==> config.mk <==
export PLATFORM = sky130hd
export DESIGN_NAME = note_name_to_key_index_unit
export DESIGN_NICKNAME = d
export VERILOG_FILES = /design/src/sv/nnki_pkg.sv /design/src/sv/nnki_core.sv /design/src/sv/note_name_to_key_index_unit.sv
export SDC_FILE = /design/constraint.sdc
export NUM_CORES = 1
export LEC_CHECK = 0
export BUFFER_PORTS_ARGS = -buffer_cell sky130_fd_sc_hd__buf_2
export CAP_MARGIN = 20
export CORE_MARGIN = 10
export CORE_UTILIZATION = 60
export CTS_CLUSTER_DIAMETER = 120
export DETAILED_ROUTE_END_ITERATION = 7
export PLACE_DENSITY = 0.77
export SLEW_MARGIN = 20
export SYNTH_ARGS = -nofsm -noshare
export SYNTH_HDL_FRONTEND = slang
export SYNTH_SLANG_ARGS = --single-unit
==> constraint.sdc <==
create_clock -name clk -period 15.65 [get_ports clk]
set_clock_uncertainty 0.1 [all_clocks]
set_input_delay 3.13 -clock clk [delete_from_list [all_inputs] [get_ports clk]]
set_output_delay 3.13 -clock clk [all_outputs]
set_load 0.05 [all_outputs]
==> src/sv/nnki_pkg.sv <==
`timescale 1ns / 1ps

package nnki_pkg;

  localparam int MAX_NAME_LEN = 16;
  localparam int POS_W        = $clog2(MAX_NAME_LEN + 1);
  localparam int KEY_W        = 13;
  localparam int CNT_W        = 5;

  localparam logic [7:0] CH_LOW_A   = 8'h61;  // 'a'
  localparam logic [7:0] CH_LOW_B   = 8'h62;  // 'b'
  localparam logic [7:0] CH_LOW_C   = 8'h63;
  localparam logic [7:0] CH_LOW_D   = 8'h64;
  localparam logic [7:0] CH_LOW_E   = 8'h65;
  localparam logic [7:0] CH_LOW_F   = 8'h66;
  localparam logic [7:0] CH_LOW_G   = 8'h67;
  localparam logic [7:0] CH_LOW_Z   = 8'h7a;
  localparam logic [7:0] CH_UP_A    = 8'h41;
  localparam logic [7:0] CH_UP_Z    = 8'h5a;
  localparam logic [7:0] CH_ZERO    = 8'h30;
  localparam logic [7:0] CH_ONE     = 8'h31;
  localparam logic [7:0] CH_NINE    = 8'h39;
  localparam logic [7:0] CH_DASH    = 8'h2d;
  localparam logic [7:0] CH_SHARP   = 8'h23;
  localparam logic [7:0] CH_COMMA   = 8'h2c;
  localparam logic [7:0] CH_APOS    = 8'h27;
  localparam logic [7:0] CASE_SHIFT = 8'h20;

  typedef enum logic [1:0] {
    KIND_SCI   = 2'd0,
    KIND_LATIN = 2'd1,
    KIND_HELM  = 2'd2
  } kind_t;

  typedef struct packed {
    logic [7:0] char_code;
    logic       is_final;
  } char_item_t;

  typedef struct packed {
    logic signed [KEY_W-1:0] key_index;
    logic [1:0]              notation_kind;
    logic                    name_too_long;
  } note_item_t;

  typedef struct packed {
    logic [POS_W-1:0] char_position;
    logic [7:0]       first_char;
    logic [7:0]       second_char;
    logic             dash_dropped;
    logic [7:0]       last_kept_char;
    logic [7:0]       prev_kept_char;
    logic [KEY_W-1:0] letter_sum;
    logic [CNT_W-1:0] comma_count;
    logic [CNT_W-1:0] apostrophe_count;
    logic [1:0]       kept_count;
    logic             overflow_seen;
    logic [7:0]       plain_char;
    logic             plain_seen;
  } name_state_t;

  function automatic logic [7:0] to_lower(input logic [7:0] c);
    to_lower = (c >= CH_UP_A && c <= CH_UP_Z) ? c + CASE_SHIFT : c;
  endfunction

  function automatic logic [3:0] semitone_of(input logic [7:0] c);
    unique case (to_lower(c))
      CH_LOW_C: semitone_of = 4'd0;
      CH_LOW_D: semitone_of = 4'd2;
      CH_LOW_E: semitone_of = 4'd4;
      CH_LOW_F: semitone_of = 4'd5;
      CH_LOW_G: semitone_of = 4'd7;
      CH_LOW_A: semitone_of = 4'd9;
      CH_LOW_B: semitone_of = 4'd11;
      default:  semitone_of = 4'd0;
    endcase
  endfunction

  // Syllable sums of (ch - 'a'): do, ut, re, mi, fa, sol, la, si.
  function automatic logic [3:0] syllable_semitone(input logic [KEY_W-1:0] sum);
    unique case (sum)
      KEY_W'(17): syllable_semitone = 4'd0;
      KEY_W'(39): syllable_semitone = 4'd0;
      KEY_W'(21): syllable_semitone = 4'd2;
      KEY_W'(20): syllable_semitone = 4'd4;
      KEY_W'(5):  syllable_semitone = 4'd5;
      KEY_W'(43): syllable_semitone = 4'd7;
      KEY_W'(11): syllable_semitone = 4'd9;
      KEY_W'(26): syllable_semitone = 4'd11;
      default:    syllable_semitone = 4'd0;
    endcase
  endfunction

endpackage

==> src/sv/nnki_core.sv <==
`timescale 1ns / 1ps

module nnki_core (
  input  nnki_pkg::name_state_t state,
  input  nnki_pkg::char_item_t  item,
  output nnki_pkg::name_state_t state_next,
  output nnki_pkg::note_item_t  result
);

  localparam int KW = nnki_pkg::KEY_W;

  nnki_pkg::name_state_t upd;
  logic [7:0]            c;
  logic [7:0]            lc;
  logic [7:0]            sc;
  logic [7:0]            lk;
  logic [7:0]            pk;
  logic [7:0]            octch;
  logic [7:0]            letter;
  logic [KW-1:0]         sum;
  logic signed [KW-1:0]  oct;
  logic signed [KW-1:0]  oct12;
  logic signed [KW-1:0]  acc;
  logic [3:0]            semi;
  logic                  popped;
  nnki_pkg::kind_t       kind;

  // Running per-name state, including the current character.
  always_comb begin
    c   = item.char_code;
    lc  = nnki_pkg::to_lower(c);
    upd = state;
    if (state.char_position == '0) begin
      upd.first_char = c;
    end
    if (state.char_position == nnki_pkg::POS_W'(1)) begin
      upd.second_char = c;
    end
    if (lc == nnki_pkg::CH_DASH && !state.dash_dropped) begin
      upd.dash_dropped = 1'b1;
    end else begin
      upd.letter_sum     = state.letter_sum + {5'd0, lc} - {5'd0, nnki_pkg::CH_LOW_A};
      upd.prev_kept_char = state.last_kept_char;
      upd.last_kept_char = lc;
      if (state.kept_count < 2'd2) begin
        upd.kept_count = state.kept_count + 2'd1;
      end
    end
    if (c == nnki_pkg::CH_COMMA && state.comma_count != '1) begin
      upd.comma_count = state.comma_count + nnki_pkg::CNT_W'(1);
    end
    if (c == nnki_pkg::CH_APOS && state.apostrophe_count != '1) begin
      upd.apostrophe_count = state.apostrophe_count + nnki_pkg::CNT_W'(1);
    end
    if (state.char_position < nnki_pkg::POS_W'(nnki_pkg::MAX_NAME_LEN)) begin
      upd.char_position = state.char_position + nnki_pkg::POS_W'(1);
    end else begin
      upd.overflow_seen = 1'b1;
    end
  end

  // Clear after the last character; track the first non-apostrophe otherwise.
  always_comb begin
    state_next = upd;
    if (item.is_final) begin
      state_next = '0;
    end else if (!state.plain_seen && c != nnki_pkg::CH_APOS) begin
      state_next.plain_char = c;
      state_next.plain_seen = 1'b1;
    end
  end

  always_comb begin
    sc = upd.second_char;
    if (state.char_position == '0) begin
      kind = nnki_pkg::KIND_HELM;
    end else if ((sc >= nnki_pkg::CH_LOW_A && sc <= nnki_pkg::CH_LOW_Z) ||
                 (sc >= nnki_pkg::CH_UP_A && sc <= nnki_pkg::CH_UP_Z)) begin
      kind = nnki_pkg::KIND_LATIN;
    end else if (sc >= nnki_pkg::CH_ZERO && sc <= nnki_pkg::CH_NINE) begin
      kind = nnki_pkg::KIND_SCI;
    end else begin
      kind = nnki_pkg::KIND_HELM;
    end
  end

  always_comb begin
    lk     = upd.last_kept_char;
    pk     = upd.prev_kept_char;
    sum    = upd.letter_sum;
    octch  = '0;
    letter = '0;
    popped = 1'b0;
    acc    = '0;
    oct    = '0;
    semi   = '0;
    case (kind)
      nnki_pkg::KIND_SCI: begin
        oct = $signed({5'd0, sc}) - $signed({5'd0, nnki_pkg::CH_ONE});
        if (lc == nnki_pkg::CH_SHARP) begin
          acc = KW'(1);
        end else if (lc == nnki_pkg::CH_LOW_B) begin
          acc = -KW'(1);
        end
        semi = nnki_pkg::semitone_of(upd.first_char);
      end
      nnki_pkg::KIND_LATIN: begin
        // Remove a trailing accidental, then the octave digit, from the sum.
        if (upd.kept_count != 2'd0 &&
            (lk == nnki_pkg::CH_SHARP || lk == nnki_pkg::CH_LOW_B)) begin
          acc = (lk == nnki_pkg::CH_SHARP) ? KW'(1) : -KW'(1);
          sum = sum - {5'd0, lk} + {5'd0, nnki_pkg::CH_LOW_A};
          if (upd.kept_count == 2'd2) begin
            octch = pk;
            sum   = sum - {5'd0, pk} + {5'd0, nnki_pkg::CH_LOW_A};
          end
        end else if (upd.kept_count != 2'd0) begin
          octch = lk;
          sum   = sum - {5'd0, lk} + {5'd0, nnki_pkg::CH_LOW_A};
        end
        oct  = $signed({5'd0, octch}) - $signed({5'd0, nnki_pkg::CH_ZERO});
        semi = nnki_pkg::syllable_semitone(sum);
      end
      default: begin
        popped = state.char_position != '0 &&
                 (c == nnki_pkg::CH_SHARP || c == nnki_pkg::CH_LOW_B);
        if (popped) begin
          acc = (c == nnki_pkg::CH_LOW_B) ? -KW'(1) : KW'(1);
        end
        if (upd.first_char >= nnki_pkg::CH_UP_A && upd.first_char <= nnki_pkg::CH_UP_Z) begin
          oct    = KW'(1) - $signed({{(KW-nnki_pkg::CNT_W){1'b0}}, upd.comma_count});
          letter = upd.first_char;
        end else begin
          oct = KW'(2) + $signed({{(KW-nnki_pkg::CNT_W){1'b0}}, upd.apostrophe_count});
          if (state.plain_seen) begin
            letter = state.plain_char;
          end else if (!popped && c != nnki_pkg::CH_APOS) begin
            letter = c;
          end
        end
        semi = nnki_pkg::semitone_of(letter);
      end
    endcase
    oct12 = (oct <<< 3) + (oct <<< 2);
    result.key_index     = $signed({{(KW-4){1'b0}}, semi}) + KW'(4) + oct12 + acc;
    result.notation_kind = kind;
    result.name_too_long = upd.overflow_seen;
  end

endmodule

==> src/sv/note_name_to_key_index_unit.sv <==
`timescale 1ns / 1ps

// Channel  Direction  Payload       Handshake
// char     in         char_item_t   char_valid / char_stall
// note     out        note_item_t   note_valid / note_stall
//
// One character is taken per cycle while char_stall is low; the result is
// registered when the character marked final is taken.
// The per-name state and the result are computed in one pass between the
// name state registers and the output register.
// A stalled result holds in the output register; one more result fits in a
// skid register, and char_stall rises only while that skid register is full.
// rst clears the name state and both result valid flags.

module note_name_to_key_index_unit (
  input  logic                 clk,
  input  logic                 rst,
  input  logic                 char_valid,
  output logic                 char_stall,
  input  nnki_pkg::char_item_t char_item,
  output logic                 note_valid,
  input  logic                 note_stall,
  output nnki_pkg::note_item_t note_item
);

  nnki_pkg::name_state_t name_state;
  nnki_pkg::name_state_t name_state_next;
  nnki_pkg::note_item_t  result;
  nnki_pkg::note_item_t  skid_item;
  nnki_pkg::note_item_t  note_item_next;
  logic                  skid_valid;
  logic                  skid_valid_next;
  logic                  note_valid_next;
  logic                  accept;
  logic                  res_valid;
  logic                  load_out;
  logic                  load_skid;

  nnki_core u_core (
    .state      (name_state),
    .item       (char_item),
    .state_next (name_state_next),
    .result     (result)
  );

  assign char_stall = skid_valid;
  assign accept     = char_valid && !skid_valid;
  assign res_valid  = accept && char_item.is_final;

  always_comb begin
    note_valid_next = note_valid;
    skid_valid_next = skid_valid;
    note_item_next  = result;
    load_out        = 1'b0;
    load_skid       = 1'b0;
    if (note_valid && !note_stall) begin
      if (skid_valid) begin
        note_item_next  = skid_item;
        load_out        = 1'b1;
        skid_valid_next = 1'b0;
      end else if (res_valid) begin
        load_out = 1'b1;
      end else begin
        note_valid_next = 1'b0;
      end
    end else if (!note_valid) begin
      if (res_valid) begin
        load_out        = 1'b1;
        note_valid_next = 1'b1;
      end
    end else if (res_valid) begin
      // Output held: park the new result.
      load_skid       = 1'b1;
      skid_valid_next = 1'b1;
    end
  end

  always_ff @(posedge clk) begin
    if (rst) begin
      name_state <= '0;
      note_valid <= 1'b0;
      skid_valid <= 1'b0;
    end else begin
      if (accept) begin
        name_state <= name_state_next;
      end
      note_valid <= note_valid_next;
      skid_valid <= skid_valid_next;
    end
  end

  always_ff @(posedge clk) begin
    if (load_out) begin
      note_item <= note_item_next;
    end
    if (load_skid) begin
      skid_item <= result;
    end
  end

  a_skid_implies_out: assert property (@(posedge clk) disable iff (rst)
    skid_valid |-> note_valid)
    else $error("skid holds an item while the output register is empty");

  a_skid_fill_cause: assert property (@(posedge clk) disable iff (rst)
    $rose(skid_valid) |-> $past(note_valid && note_stall && res_valid))
    else $error("skid filled without a stalled output and a new result");

  a_clear_after_final: assert property (@(posedge clk) disable iff (rst)
    res_valid |=> name_state.char_position == '0 && !name_state.plain_seen)
    else $error("name state not cleared after the last character");

  a_no_spurious_result: assert property (@(posedge clk) disable iff (rst)
    (!note_valid && !res_valid) |=> !note_valid)
    else $error("result appeared without a final character");

  a_position_bound: assert property (@(posedge clk) disable iff (rst)
    name_state.char_position <= nnki_pkg::POS_W'(nnki_pkg::MAX_NAME_LEN))
    else $error("character position beyond the length bound");

endmodule
# After elaboration in Yosys (flattened, before gate mapping)
# Index checks and enable logic that the tools add are counted.
dict set report op_classes {
  addsub 21
  muxes 56
  order_cmp 14
  eq_ne 35
  n_reduce_logical 38
}
# cell n
set ops {}
lappend ops {{two-way mux 13 bit} 10}
lappend ops {{== test 8 x 7 -> 1 bit, second input constant} 15}
lappend ops {{two-way mux 8 bit} 13}
lappend ops {{one-hot mux 4 bit (6 select lines)} 3}
lappend ops {{two-way mux 64 bit} 1}
lappend ops {{== test 8 x 6 -> 1 bit, second input constant} 6}
lappend ops {{greater-or-equal comparator 8 x 7 -> 1 bit, second input constant} 5}
lappend ops {{<= comparator 8 x 7 -> 1 bit, second input constant} 5}
lappend ops {{adder 13 bit} 3}
lappend ops {{== test 13 x 5 -> 1 bit, second input constant} 3}
lappend ops {{two-way mux 16 bit} 2}
lappend ops {{two-way mux 29 bit} 1}
lappend ops {{adder 13 x 7 -> 13 bit, second input constant} 2}
lappend ops {{one-hot mux 13 bit (2 select lines)} 1}
lappend ops {{subtractor 13 x 8 -> 13 bit} 2}
lappend ops {{adder 8 x 6 -> 8 bit, second input constant} 3}
lappend ops {{one-hot mux 11 bit (2 select lines)} 1}
lappend ops {{two-way mux 9 bit} 2}
lappend ops {{subtractor 8 x 6 -> 9 bit, second input constant} 2}
lappend ops {{logical AND 1 bit} 16}
lappend ops {{adder 5 x 1 -> 5 bit, second input constant} 3}
lappend ops {{two-way mux 5 bit} 3}
lappend ops {{adder 13 x 8 -> 13 bit} 1}
lappend ops {{== test 13 x 3 -> 1 bit, second input constant} 1}
lappend ops {{29 further kinds} 60}
dict set report totals {
  in_bits 13
  register_bits 107
  out_inout_bits 18
}

# Depth between registers and ports, before layout
dict set report logic_depth {
  ltp_word 21
  depth_mapped 46
  depth_no_buf 45
}

# Modules after synthesis
# A second synthesis with hierarchy kept.
dict set report hier_totals {
  cells_unflattened 1244
  area_unflattened_um2 9958.3
}
# module seq_area_each_um2 cells_each area_per_inst_um2 instances
set modules_own_cells {}
lappend modules_own_cells {nnki_core 0.0 863 6074.6 1}
lappend modules_own_cells {note_name_to_key_index_unit 2462.4 381 3883.7 1}

# Worst setup path before layout
# Ideal clock, no wire load.
dict set report synth_timing {
  path_kind {input -> register}
  from {input char_item[1] (netlist name)}
  to {register note_item[15] (netlist name), data pin}
  path_slack_ns 2.305
  required_time_ns 15.290
  n_path_buf 1
  cell_stages 43
  arrival_time_ns 12.986
  cell_sequence {clkbuf_1 > a21oi_1 > a2bb2oi_1 > a31o_2 > ha_1 > ha_1 > o21a_1 > a211oi_1 > o21a_1 > nand2_1 > o21ai_0 > ha_1 > ha_1 > a2111oi_0 > o31ai_1 > and2_1 > nor2_1 > inv_1 > [7 not listed] > a21oi_1 > a311oi_1 > ha_1 > inv_1 > fa_1 > inv_1 > fa_1 > fa_1 > a21o_1 > a21oi_1 > o21bai_1 > a21oi_1 > o21ai_0 > a21o_1 > a21oi_1 > xnor3_1 > xnor2_1 > mux2_2}
}
# element line
set synth_lines {}
lappend synth_lines {{start: declaration} note_name_to_key_index_unit.sv:20} ;# input nnki_pkg::char_item_t char_item,
lappend synth_lines {{end signal: assignment} note_name_to_key_index_unit.sv:94} ;# note_item <= note_item_next;
lappend synth_lines {{end: declaration} note_name_to_key_index_unit.sv:23} ;# output nnki_pkg::note_item_t note_item

==> flow_summary.yaml <==
status:
  status: "completed"
finish:
  final_area_um2: 9980
  antennaDiodeCount: 0
  area_growth_pct: 6.08
  fillCellCount: 1291
  multi_input_area_um2: 6380
  nets: 1236
  seq_area_um2: 2460
  drive_gt1_share_pct: 10.1
sta:
  tightest_slew_ns: 0.985
  finalCriticalPeriod_ns: 14.41
  final_hold_viol_count: 0
  rsz0062_at_grt: "no"
  fmax_mhz: 69.4
  slew_violations: 0
  period_share_pct: 92.1
  setup_tns_ns: 0
  setup_violations: 0
  slew_headroom_pct: 34.1
power:
  p_per_area_nw_per_um2: 134
  p_switching_mw: 0.592
  p_clk_share_pct: 17.3
  p_int_mw: 0.743
  switching_share_pct: 44.4
  p_leak_nw: 4.15
  seqPwrFrac_pct: 22.6
  power_frac_comb_pct: 60.0
  ir_drop_v: 0.000140
synth:
  ys_seq_area_share_pct: 26.2
  synth-seq-cells: 107
  synth_nets: 1237
  avgSynthCellArea_um2: 8.41
  yosys.area.top_type_share_pct: 16.0
  netlist_top_cells_count: "nor2_1, ha_1, a21oi_1"
  synth_edf_count: 32
  synthCells: 1118
  synth.distinct_cells: 94
  syn_area_um2: 9400
  synth-main-ff-cell: "dfxtp_1"
  synth.most_common_cell: "nor2_1"
  synthArstFlopShare_pct: 0
  synth_area_leaders: "dfxtp_1, ha_1, edfxtp_1"
  yosysTopAreaCell: "dfxtp_1"
  yosys_warnings: 0
setup_path:
  required_ns: 15.67
  cpPeakStageDelay_ns: 0.57
  critPathLaunchType: "primary input"
  crit_arrival_ns: 14.43
  cp_common_cell: "ha_1"
  crit_type: "primary input to flip-flop"
  endpoint_kind: "flip-flop"
  crit_fanout: 17
  path_buf_inv: 4
  critPathTopFamily: "compound AO/OA/AOI/OAI gates"
  crit_start: "char_item[1]"
  r2r_start: "name_state[23]"
  cp_slowest_cell: "a2111oi_0"
clock_network:
  cts_tree: "done"
  cts_hold_buf: 0
  root_buffer: "clkbuf_16"
  numCtsBuffers: 9
  cts_htree_levels: 3
  clkTransAtPathRegs_ns: 0.07
  clk_path_buf_depth: 2
  cts_post_setup_buffers_inserted: 0
  clock-sinks: 107
  insertion_delay_ns: 0.37
  cts_resized: 0
die:
  io_pins: 31
  start_util_pct: 61.6
  placementRows: 45
  core_um2: 15300
  die_h_um: 145
  die_area_um2: 21100
  dieWidth_um: 145
route:
  initialDrtViolationCount: 920
  dr_total_vias: 8506
  routedWlPerCell_um: 18.8
  drtPass1Iterations: 6
  antenna_left: 0
  viasPerCell: 6.38
  finalWirelength_um: 25000
  drc_errors: 0
grt:
  antenna_found_initial: 0
  grt_pass1_vias: 7878
  grt_max_degree: 73
  grt.overflow.total: 0
  grt_pass1_wl_um: 40700
  track_usage_pct: 22.8
placement:
  hpwl_um: 18500
  place_congestion: 0.940
  portBuffers: 30
  dpl-instance-area_um2: 9670
flow_run:
  max_cap_violations: 0
worst_hold_path:
  hp-start: "name_state[53]"
  hold_class: "flip-flop to flip-flop"
[worst register-to-register path: cells and delay by family, from the launching register on]
family                     cells  cell delay, ns
DFF                            1            0.33
and+or+nand+nor                4            1.01
adders and majority gates     10            3.53
muxes                          1            0.28
buffers and inverters          5            0.41
xor gates and xnor gates       3            0.54
AOI/OAI and AO/OA             19            4.85
[metal layers]
| layer | vias up | GRT usage (%) | wire (um) |
|---|---|---|---|
| met3 | 71 | 5.34 | 2020 |
| met2 | 343 | 36.6 | 11400 |
| li1 | 4111 | - | - |
| met5 | - | 0 | 0 |
| met1 | 3981 | 29.4 | 10800 |
| met4 | 0 | 8.24 | 842 |
[layout by cell type, fill, tap and decap left out, drive strengths merged, types with 24 or more instances in the layout]
master    n
nor2    138
ha       91
a21oi    88
inv      87
dfxtp    75
o21ai    58
nand2    56
buf      43
xnor2    39
a22oi    35
nor3     33
mux2i    32
edfxtp   32
mux2     24
[final timing paths]
check / endpoint / slack (ns) / depth (start not counted)
max reg2reg: note_item[15] / 4.40 / 42
max: note_item[15] / 1.24 / 43
min: name_state[53] / 0.36 / 2
min reg2reg: name_state[53] / 0.36 / 2
[sequential cells by signal (all words and copies together), names as in the netlist]
| name | flops |
|---|---|
| note_valid | 1 |
| skid_item | 16 |
| note_item | 16 |
| char_stall | 1 |
| name_state | 73 |
[power groups by stage]
stage | sequential, mW | clock [mW] | combinational, mW
CTS | 0.302 | 0.233 | 0.792
finish | 0.302 | 0.231 | 0.802
global route | 0.304 | 0.245 | 0.885
floorplan | 0.314 | 0 | 0.628
detailed placement | 0.309 | 0 | 0.785
global placement | 0.308 | 0 | 0.773
[cell families after synthesis]
family,after synthesis,share of synthesized area (%)
compound gates,321,23.2
fa+ha+maj,106,15.3
mux,56,6.32
flops,107,26.2
xor+xnor,54,5.18
buf+inv,139,6.07
simple gates,335,17.8
[layout make-up]
type	count	area share, %
timing repair buffer	43	2.48
clock buffer	10	2.40
inverter	84	3.16
tap	211	2.65
multi-input combinational	872	64.0
sequential	107	24.7
clock inverter	6	0.652
[per-stage QoR]
step / power (mW) / std cells / setup WS (ns) / util [%] / hold WS [ns]
3_5_place_dp: 1.09 / 1317 / 1.02 / 63.4 / 0.354
6_report: 1.34 / 1333 / 1.24 / 65.4 / 0.362
5_1_grt: 1.43 / 1333 / 0.494 / 65.4 / 0.398
4_1_cts: 1.33 / 1333 / 1.38 / 65.4 / 0.367
2_1_floorplan: 0.942 / 1118 / 2.30 / - / 0.329
3_3_place_gp: 1.08 / 1317 / 1.49 / 63.4 / 0.341
Power figures use the tool's default switching activity.
